**src/rtl/cnpb_pkg.sv**
```systemverilog
`default_nettype none
// ----------------------------------------------------------------------------
// cnpb_pkg: shared definitions for the cross neighbour pixel blur
// field widths, register codes, reset sizes, stage payload and lane blend
// ----------------------------------------------------------------------------
package cnpb_pkg;

	// field and register widths
	localparam int PIX_W      = 32;
	localparam int FW_W       = 11;
	localparam int FH_W       = 13;
	localparam int CFG_DATA_W = 13;
	localparam int CFG_IDX_W  = 1;

	// default store sizes
	localparam int DEF_MAX_WIDTH  = 1024;
	localparam int DEF_MAX_HEIGHT = 4096;

	// reset frame size
	localparam logic [FW_W-1:0] RST_WIDTH  = 11'd320;
	localparam logic [FH_W-1:0] RST_HEIGHT = 13'd480;

	// drops the low bit of every byte lane
	localparam logic [PIX_W-1:0] LANE_MASK = 32'hFEFE_FEFE;

	// configuration register indexes
	typedef enum logic [CFG_IDX_W-1:0] {
		REG_FRAME_WIDTH  = 1'b0,
		REG_FRAME_HEIGHT = 1'b1
	} cfg_reg_t;

	// one item handed to the filter stage
	typedef struct packed {
		logic [PIX_W-1:0] pix;
		logic [PIX_W-1:0] left;
		logic [PIX_W-1:0] right;
		logic [PIX_W-1:0] up;
		logic [PIX_W-1:0] center;
		logic             interior;
		logic             frame_end;
	} item_t;

	// per-lane average of two pixels, identical pixels pass unchanged
	function automatic logic [PIX_W-1:0] mix2(input logic [PIX_W-1:0] a,
		input logic [PIX_W-1:0] b);
		logic [PIX_W-1:0] res;
		if (a == b) begin
			res = a;
		end else begin
			res = ((a & LANE_MASK) >> 1) + ((b & LANE_MASK) >> 1);
		end
		return res;
	endfunction

endpackage
`default_nettype wire

```
**src/rtl/cnpb_filter.sv**
```systemverilog
`default_nettype none
// ----------------------------------------------------------------------------
// cnpb_filter: neighbour blend and result register
// captures one item per transfer, blends the cross neighbours of interior items and holds
// the result until the downstream side takes it
// ----------------------------------------------------------------------------
module cnpb_filter (
	input  wire                            clk,
	input  wire                            arst_n,
	input  wire                            item_valid,
	input  wire cnpb_pkg::item_t           item,
	output logic                           item_stall,
	output logic                           out_valid,
	input  wire                            out_stall,
	output logic [cnpb_pkg::PIX_W-1:0]     pixel_out,
	output logic                           frame_end
);
	import cnpb_pkg::*;

	logic             valid_s1;
	item_t            item_s1;
	logic             out_valid_q;
	logic [PIX_W-1:0] pixel_q;
	logic             frame_end_q;
	logic             out_free;
	logic             adv_s1;
	logic             take;
	logic [PIX_W-1:0] blend;

	// handshake between stage one and the result register
	assign out_free   = !out_valid_q || !out_stall;
	assign adv_s1     = valid_s1 && out_free;
	assign item_stall = valid_s1 && !out_free;
	assign take       = item_valid && !item_stall;

	// cross blend, border pixels keep their center value
	always_comb begin
		if (item_s1.interior) begin
			blend = mix2(mix2(item_s1.left, item_s1.right), mix2(item_s1.up, item_s1.pix));
		end else begin
			blend = item_s1.center;
		end
	end

	// stage one valid
	always_ff @(posedge clk or negedge arst_n) begin
		if (!arst_n) begin
			valid_s1 <= 1'b0;
		end else if (take) begin
			valid_s1 <= 1'b1;
		end else if (adv_s1) begin
			valid_s1 <= 1'b0;
		end
	end

	// stage one payload
	always_ff @(posedge clk) begin
		if (take) begin
			item_s1 <= item;
		end
	end

	// result valid
	always_ff @(posedge clk or negedge arst_n) begin
		if (!arst_n) begin
			out_valid_q <= 1'b0;
		end else if (adv_s1) begin
			out_valid_q <= 1'b1;
		end else if (!out_stall) begin
			out_valid_q <= 1'b0;
		end
	end

	// result payload
	always_ff @(posedge clk) begin
		if (adv_s1) begin
			pixel_q     <= blend;
			frame_end_q <= item_s1.frame_end;
		end
	end

	assign out_valid = out_valid_q;
	assign pixel_out = pixel_q;
	assign frame_end = frame_end_q;

`ifndef SYNTHESIS
	// a stage one item that moves on always lands in the result register
	a_adv_fills_out: assert property (@(posedge clk) disable iff (!arst_n)
		adv_s1 |=> out_valid_q)
		else $error("stage one item lost on its way to the result register");

	// upstream is held only while both registers are full
	a_stall_only_full: assert property (@(posedge clk) disable iff (!arst_n)
		item_stall |-> (valid_s1 && out_valid_q))
		else $error("stall raised with free room in the pipeline");
`endif

endmodule
`default_nettype wire

```
**config.mk**
```make
export PLATFORM = sky130hd
export DESIGN_NAME = cnpb_filter
export DESIGN_NICKNAME = d
export VERILOG_FILES = /design/src/rtl/cnpb_pkg.sv /design/src/rtl/cnpb_filter.sv
export SDC_FILE = /design/constraint.sdc
export NUM_CORES = 1
export LEC_CHECK = 0
export BUFFER_PORTS_ARGS = -buffer_cell sky130_fd_sc_hd__buf_2
export CAP_MARGIN = 30
export CORE_ASPECT_RATIO = 0.5
export CORE_MARGIN = 10
export CORE_UTILIZATION = 50
export DETAILED_ROUTE_END_ITERATION = 16
export PLACE_DENSITY = 0.73
export SETUP_SLACK_MARGIN = 0.1
export SYNTH_ARGS = -nofsm -noshare
export SYNTH_HDL_FRONTEND = slang
export SYNTH_SLANG_ARGS = --single-unit
export TNS_END_PERCENT = 10
```
**constraint.sdc**
```tcl
create_clock -name clk -period 8.59 [get_ports clk]
set_input_delay 0.4295 -clock clk [delete_from_list [all_inputs] [get_ports clk]]
set_output_delay 0.4295 -clock clk [all_outputs]
set_load 0.01 [all_outputs]
```
==> results of run 1 <==
[metal layers]
metal | up-vias | wire [um]
li1 | 3681 | -
met1 | 3825 | 13500
met2 | 334 | 14000
met3 | 31 | 2780
met4 | 0 | 323
met5 | - | 0
[stage by stage]
| step | area [um^2] | worst slack, ns | instances |
|---|---|---|---|
| after global placement | 11900 | 2.34 | 1323 |
| after global routing | 12600 | 2.00 | 1358 |
| final | 12600 | 2.41 | 1358 |
| after floorplan | 10700 | 3.79 | 870 |
| after CTS | 12600 | 2.51 | 1357 |
| after detailed placement | 12000 | 2.52 | 1325 |
[path summary, 6_finish.rpt]
check	cells after the start	endpoint	slack, ns	from
worst max-delay path	14	pixel_out[29]$_DFFE_PP_	2.41	item_s1[54]$_DFFE_PP_
worst min-delay path	1	item_s1[111]$_DFFE_PP_	0.14	item[111]
worst max register to register	14	pixel_out[29]$_DFFE_PP_	2.41	item_s1[54]$_DFFE_PP_
worst min register to register	0	frame_end$_DFFE_PP_	0.43	item_s1[0]$_DFFE_PP_
max in group asynchronous	2	valid_s1$_DFFE_PN0P_	8.18	arst_n
min in group asynchronous	2	out_valid$_DFFE_PN0P_	0.31	arst_n
[layout make-up]
type | count | area share (%)
multi-input cells | 606 | 35.8
clock inverters | 11 | 1.03
flip-flops and latches | 197 | 47.0
clock buffers | 20 | 3.47
repair buffers | 209 | 8.74
well taps | 273 | 2.72
inverters | 42 | 1.25
[Yosys cell counts, drive strengths merged, types with 9 or more instances]
cell	instances
clkbuf	18
fa	12
a211oi	11
nand3	12
nor2b	10
inv	42
a31oi	12
xnor2	43
a21o	25
nor3	13
xor2	23
ha	84
o211ai	9
o21ai	53
mux2i	12
o21bai	15
nor2	60
edfxtp	195
a21oi	75
nor4	22
nand2	51
[power groups by stage]
stage,Combinational (W),Clock (W),Sequential [W]
6_report,0.000844,0.000785,0.00120
5_1_grt,0.000920,0.000835,0.00121
2_1_floorplan,0.000537,0,0.00123
3_3_place_gp,0.000817,0,0.00122
3_5_place_dp,0.000824,0,0.00122
4_1_cts,0.000831,0.000797,0.00120
[state kept, by name (all words and copies together), names as in the netlist]
| register | cells |
|---|---|
| pixel_out | 32 |
| valid_s1 | 1 |
| frame_end | 1 |
| out_valid | 1 |
| item_s1 | 162 |
[what timing repair did]
item / in CTS / in global routing
buffers inserted: 0 / 0
endpoints found under the hold margin: 2 / 0
gates resized for setup: 0 / 0
hold buffers: 1 / 0
[logic make-up (layout without fill, tap and decap cells)]
kind of cell,count (synthesis),count (layout)
AOI/OAI and AO/OA,231,231
DFF,197,197
and+or+nand+nor,194,194
adders and majority gates,96,96
buffers and inverters,67,282
xor gates and xnor gates,66,66
muxes,19,19
==> out/qor.yml, run 1 <==
status:
  status: "finished, final reports clean"
logic_synthesis:
  synth.area.mux_share_pct: 2.02
  synth-async-reset-ratio_pct: 1.02
  synth_top_flop_cell: "edfxtp_1"
  ys_types: 59
  synth-compound-area-share_pct: 13.5
  syn_area_mm2: 0.0107
  syn-num-nets: 1132
  synth_area_leaders: "edfxtp_1, ha_1, a21oi_1"
  synth-edff-count: 195
  synth_adder_area_share_pct: 12.1
  synth.yosys.seq_area_share_pct: 55.4
  yosysTopAreaCell: "edfxtp_1"
  ys_ff_latch: 197
  netlist_instances: 870
  syn_area_per_cell_um2: 12.3
  synthSimpleGateAreaFrac_pct: 8.82
  synthXorXnorAreaFrac_pct: 5.56
  synth_top_family_by_area: "compound AO/OA/AOI/OAI gates"
  ys_warn_count: 0
  synth_top_cell_area_share_pct: 54.9
timing:
  fin_tns_setup_ns: 0
  setup_viol: 0
  tightest_slew_ns: 0.970
  fmax_ghz: 0.162
  hold_ws_ns: 0.144
  hold_viol_final: 0
  max_slew_margin_pct: 35.3
  rsz0062_at_grt: "false"
  finClkSkew_ns: 0.0116
  period_minus_slack_ns: 6.18
  period_share_pct: 72.0
  slew_viol_final: 0
grt:
  met1_usage_pct: 29.7
  top_usage_layer: "met2"
  grt_pass1_wl_mm: 45.4
  grt_pass1_vias: 7885
  track_usage_pct: 22.1
  grt_use_met3_pct: 7.30
  grt_max_degree: 67
  antenna_found_initial: 0
  use_met2_pct: 34.5
  grt_overflow: 0
min_path:
  worstHoldPathType: "in2reg"
power_and_ir_drop:
  p_switching_w: 0.000889
  power_frac_seq_pct: 42.4
  internal_power_w: 0.00194
  clkPwrFrac_pct: 27.8
  pwr-share-comb_pct: 29.9
  sw_frac_of_total_pct: 31.4
  total_power_w: 0.00283
  ir_drop_v: 0.000128
  powerDensity_mw_per_mm2: 225
  leakagePower_nw: 5.19
critical_path:
  path_delay_family: "simple AND/OR/NAND/NOR gates"
  cp-start-kind: "flop"
  slowest_stage: "or2_1"
  max_stage_delay_ns: 0.77
  critPathRequiredTime_ns: 8.79
  crit_type: "reg2reg"
  path_cells: "ha_1, nor4_1, nand2_1, nor3_4, and2_1, o21ai_0, ha_1, nor4_1, nand4_1, nor2_1, nand4_1, or2_1, mux2_1, mux2_2"
  arrival_ns: 6.39
  path_buf_inv: 0
  cp_max_fo: 21
  critPathCaptureType: "flop"
finish:
  layout.nets: 1335
  drive_gt1_share_pct: 23.4
  n_fill_cell: 1658
  layout_common_cells: "buf_2, edfxtp_1, ha_1"
  area_growth_pct: 17.8
  fin_util_pct: 60.6
  diodes: 0
  multi_input_area_mm2: 0.00450
  seqCellArea_mm2: 0.00591
  final_common_cell: "buf_2"
cts:
  cts.clk_slew.worst_paths_ns: 0.07
  clockRootBuffer: "clkbuf_16"
  cts.sinks: 197
  cts_max_path_buffers: 2
  htree_levels: 4
  tritoncts: "built"
  numCtsBuffers: 17
  clk_latency_ns: 0.45
route:
  wl_mm: 30.6
  vias: 7871
  drc: 0
  ant_nets: 0
  drtPass1Iterations: 5
  routed_via_density: 5.80
  routedWlPerCell_um: 22.6
  drtIter0Drc: 817
floorplan:
  dieArea_mm2: 0.0279
  die_h_um: 123
  io_pins: 201
  die_w_um: 227
  rows: 37
  start_util_pct: 51.4
  core_mm2: 0.0207
flow_run:
  drv_cap: 0
placed_design:
  dpl.hpwl_mm: 24.1
  numPortBuffers: 200
  gp_congestion: 0.997
Power figures use the tool's default switching activity.
==> inputs of run 2 (changes only) <==
ABC_AREA = 1   (was not set)
PLACE_DENSITY = 0.72   (was 0.73)
clock period = 5.9 ns   (was 8.59 ns; I/O delays follow)
==> run 2 against run 1 <==
  * Critical path depth increased by 6
  * Combinational power increased by 87%
  * Register-to-register slack got worse by 1.3 ns
  * Critical endpoint is now pixel_out[7]$_DFFE_PP_
  * Largest power group unchanged
==> out/qor.yml, run 2 <==
timing:
  period_minus_slack_ns: 4.76  # -1.42 ns
  hold_viol_final: 0  # unchanged
  rsz0062_at_grt: "false"
  period_share_pct: 80.7  # +8.7 points
  fmax_ghz: 0.210  # +30%
  setup_viol: 0  # unchanged
  tightest_slew_ns: 0.696  # -0.274 ns
  finClkSkew_ns: 0.0165  # +0.00497 ns
  fin_tns_setup_ns: 0  # unchanged
  max_slew_margin_pct: 53.6  # +18 points
  slew_viol_final: 0  # unchanged
critical_path:
  crit_type: "reg2reg"
  critPathCaptureType: "flop"
  cp-start-kind: "flop"
  arrival_ns: 5.10  # -1.29 ns
  cp_max_fo: 40  # +90%
  critPathRequiredTime_ns: 6.24  # -2.55 ns
cts:
  cts_max_path_buffers: 2  # unchanged
  cts.sinks: 197  # unchanged
  clockRootBuffer: "clkbuf_16"
  tritoncts: "built"
  htree_levels: 4  # unchanged
  post_cts_buffers: 0  # unchanged
  cts.clk_slew.worst_paths_ns: 0.08  # about the same
  numCtsBuffers: 17  # unchanged
  clk_latency_ns: 0.48  # +0.03 ns
finish:
  diodes: 0  # unchanged
  drive_gt1_share_pct: 17.5  # -5.9 points
  area_growth_pct: 31.4
  largest_reg_flops: 162  # unchanged
  final_area_mm2: 0.0151  # +20%
  layout_common_cells: "nand2_1, buf_2, edfxtp_1"
  final_common_cell: "nand2_1"
  layout.nets: 1858  # +39%
  regMostFlops: "item_s1"
grt:
  grt_max_degree: 82  # +22%
  track_usage_pct: 24.8  # +2.7 points
  grt_pass1_vias: 10200  # +29%
  grt_overflow: 0  # unchanged
  antenna_found_initial: 0  # unchanged
  grt_pass1_wl_mm: 56.5  # +24%
route:
  wl_mm: 36.7  # +20%
  drc: 0  # unchanged
  drtPass1Iterations: 7  # +2
  drtIter0Drc: 847  # +3.7%
  routed_via_density: 5.26  # -9.3%
  ant_nets: 0  # unchanged
  routedWlPerCell_um: 19.1  # -15%
  vias: 10100  # +28%
power_and_ir_drop:
  leakagePower_nw: 7.10  # +37%
  powerDensity_mw_per_mm2: 300  # +33%
  ir_drop_v: 0.000314  # +150%
floorplan:
  dieArea_mm2: 0.0299  # +6.9%
  core_mm2: 0.0227  # +9.6%
  die_w_um: 235  # +3.6%
  io_pins: 201  # unchanged
  start_util_pct: 50.6  # -0.80 points
  rows: 39  # +5.4%
  die_h_um: 127  # +3.3%
logic_synthesis:
  ys_ff_latch: 197  # unchanged
  syn-num-nets: 1493  # +32%
  ys_warn_count: 0  # unchanged
  syn_area_per_cell_um2: 9.35  # -24%
  syn_area_mm2: 0.0115  # +7.9%
  netlist_instances: 1231  # +41%
  synth-edff-count: 195  # unchanged
  synth-async-reset-ratio_pct: 1.02  # unchanged
  ys_types: 44  # -25%
  yosysMostFrequentCell: "nand2_1"
  yosysTopAreaCell: "edfxtp_1"
  synth.yosys.seq_area_share_pct: 51.3  # -4.1 points
  synth_area_leaders: "edfxtp_1, nand2_1, ha_1"
  yosys-top-cells-count: "nand2_1, edfxtp_1, inv_1, nand3_1, nor2_1"
  synth_top_cell_area_share_pct: 50.9  # -4.0 points
  synth_top_flop_cell: "edfxtp_1"
status:
  status: "finished, final reports clean"
flow_run:
  drv_cap: 0  # unchanged
placed_design:
  numPortBuffers: 200  # unchanged
  dpl_cell_area_mm2: 0.0130  # +8.2%
  dpl.hpwl_mm: 27.3  # +13%
  gp_congestion: 0.966  # -3.2%
min_path:
  worstHoldPathType: "in2reg"
run 2: final timing paths:
kind,from,endpoint,slack (ns),cells after the start
worst max-delay path,item_s1[128]$_DFFE_PP_,pixel_out[7]$_DFFE_PP_,1.14,20
worst min-delay path,item[115],item_s1[115]$_DFFE_PP_,0.02,1
max in group asynchronous,arst_n,valid_s1$_DFFE_PN0P_,5.66,2
worst min register to register,item_s1[0]$_DFFE_PP_,frame_end$_DFFE_PP_,0.43,0
worst max register to register,item_s1[128]$_DFFE_PP_,pixel_out[7]$_DFFE_PP_,1.14,20
min in group asynchronous,arst_n,out_valid$_DFFE_PN0P_,0.15,2
run 2: critical path, stage by stage (launching register included):
cell and delay (ns):
edfxtp_1 0.43, ha_1 0.37, nor2_1 0.18, nand4_1 0.12, nor2_1 0.11, buf_4 0.21
nand2_2 0.22, buf_4 0.26, o21ai_0 0.32, inv_1 0.10, ha_1 0.38, nor4_1 0.53
nand4_1 0.14, nor2_1 0.18, o21ai_2 0.10, nor2_4 0.23, nand2_4 0.12, buf_12 0.20
nand3_1 0.12, nand3_1 0.18, nand2_1 0.11
run 2: per-layer routing:
layer	vias to the layer above	GRT usage (%)	part of all wire, %
met5	-	0	0
met1	4819	32.7	43
met3	45	4.13	6.7
li1	4861	-	-
met2	347	41.4	48
met4	0	7.12	1.9
run 2: area by class of cell:
cell class	instances	area, um^2
repair buffers	375	2790
inverters	147	557
well taps	307	384
fillers	1785	7610
flip-flops and latches	197	5910
multi-input cells	858	4910
clock inverters	14	151
clock buffers	18	429
run 2: cell families after synthesis:
| group | count (synthesis) | share of synthesized area (%) |
|---|---|---|
| AOI/OAI and AO/OA | 138 | 6.43 |
| xor gates and xnor gates | 40 | 3.04 |
| adders and majority gates | 96 | 11.2 |
| buffers and inverters | 176 | 6.13 |
| DFF | 197 | 51.3 |
| muxes | 4 | 0.380 |
| and+or+nand+nor | 580 | 21.5 |
run 2: timing repair:
item / CTS / global route
hold endpoints to repair: 153 / 1
gates resized for setup: 0 / 0
hold buffers: 152 / 1
run 2: report_power, final:
group / switching, W / total, W / internal [W] / leakage (nW)
registers: 0.0000619 / 0.00178 / 0.00171 / 1.90
logic: 0.000964 / 0.00158 / 0.000612 / 4.93
clock network: 0.000564 / 0.00119 / 0.000627 / 0.271
run 2: through the flow:
| step | power (W) | instances | hold WS (ns) | util, % | worst slack [ns] |
|---|---|---|---|---|---|
| 2_1_floorplan | 0.00276 | 1231 | -0.000591 | - | 1.56 |
| 3_3_place_gp | 0.00324 | 1727 | 0.0811 | 56.8 | 1.36 |
| 3_5_place_dp | 0.00326 | 1729 | 0.0870 | 57.0 | 1.30 |
| 4_1_cts | 0.00452 | 1913 | 0.000728 | 66.2 | 1.27 |
| 5_1_grt | 0.00480 | 1916 | 0.0126 | 66.5 | 0.892 |
| 6_report | 0.00454 | 1916 | 0.0223 | 66.5 | 1.14 |
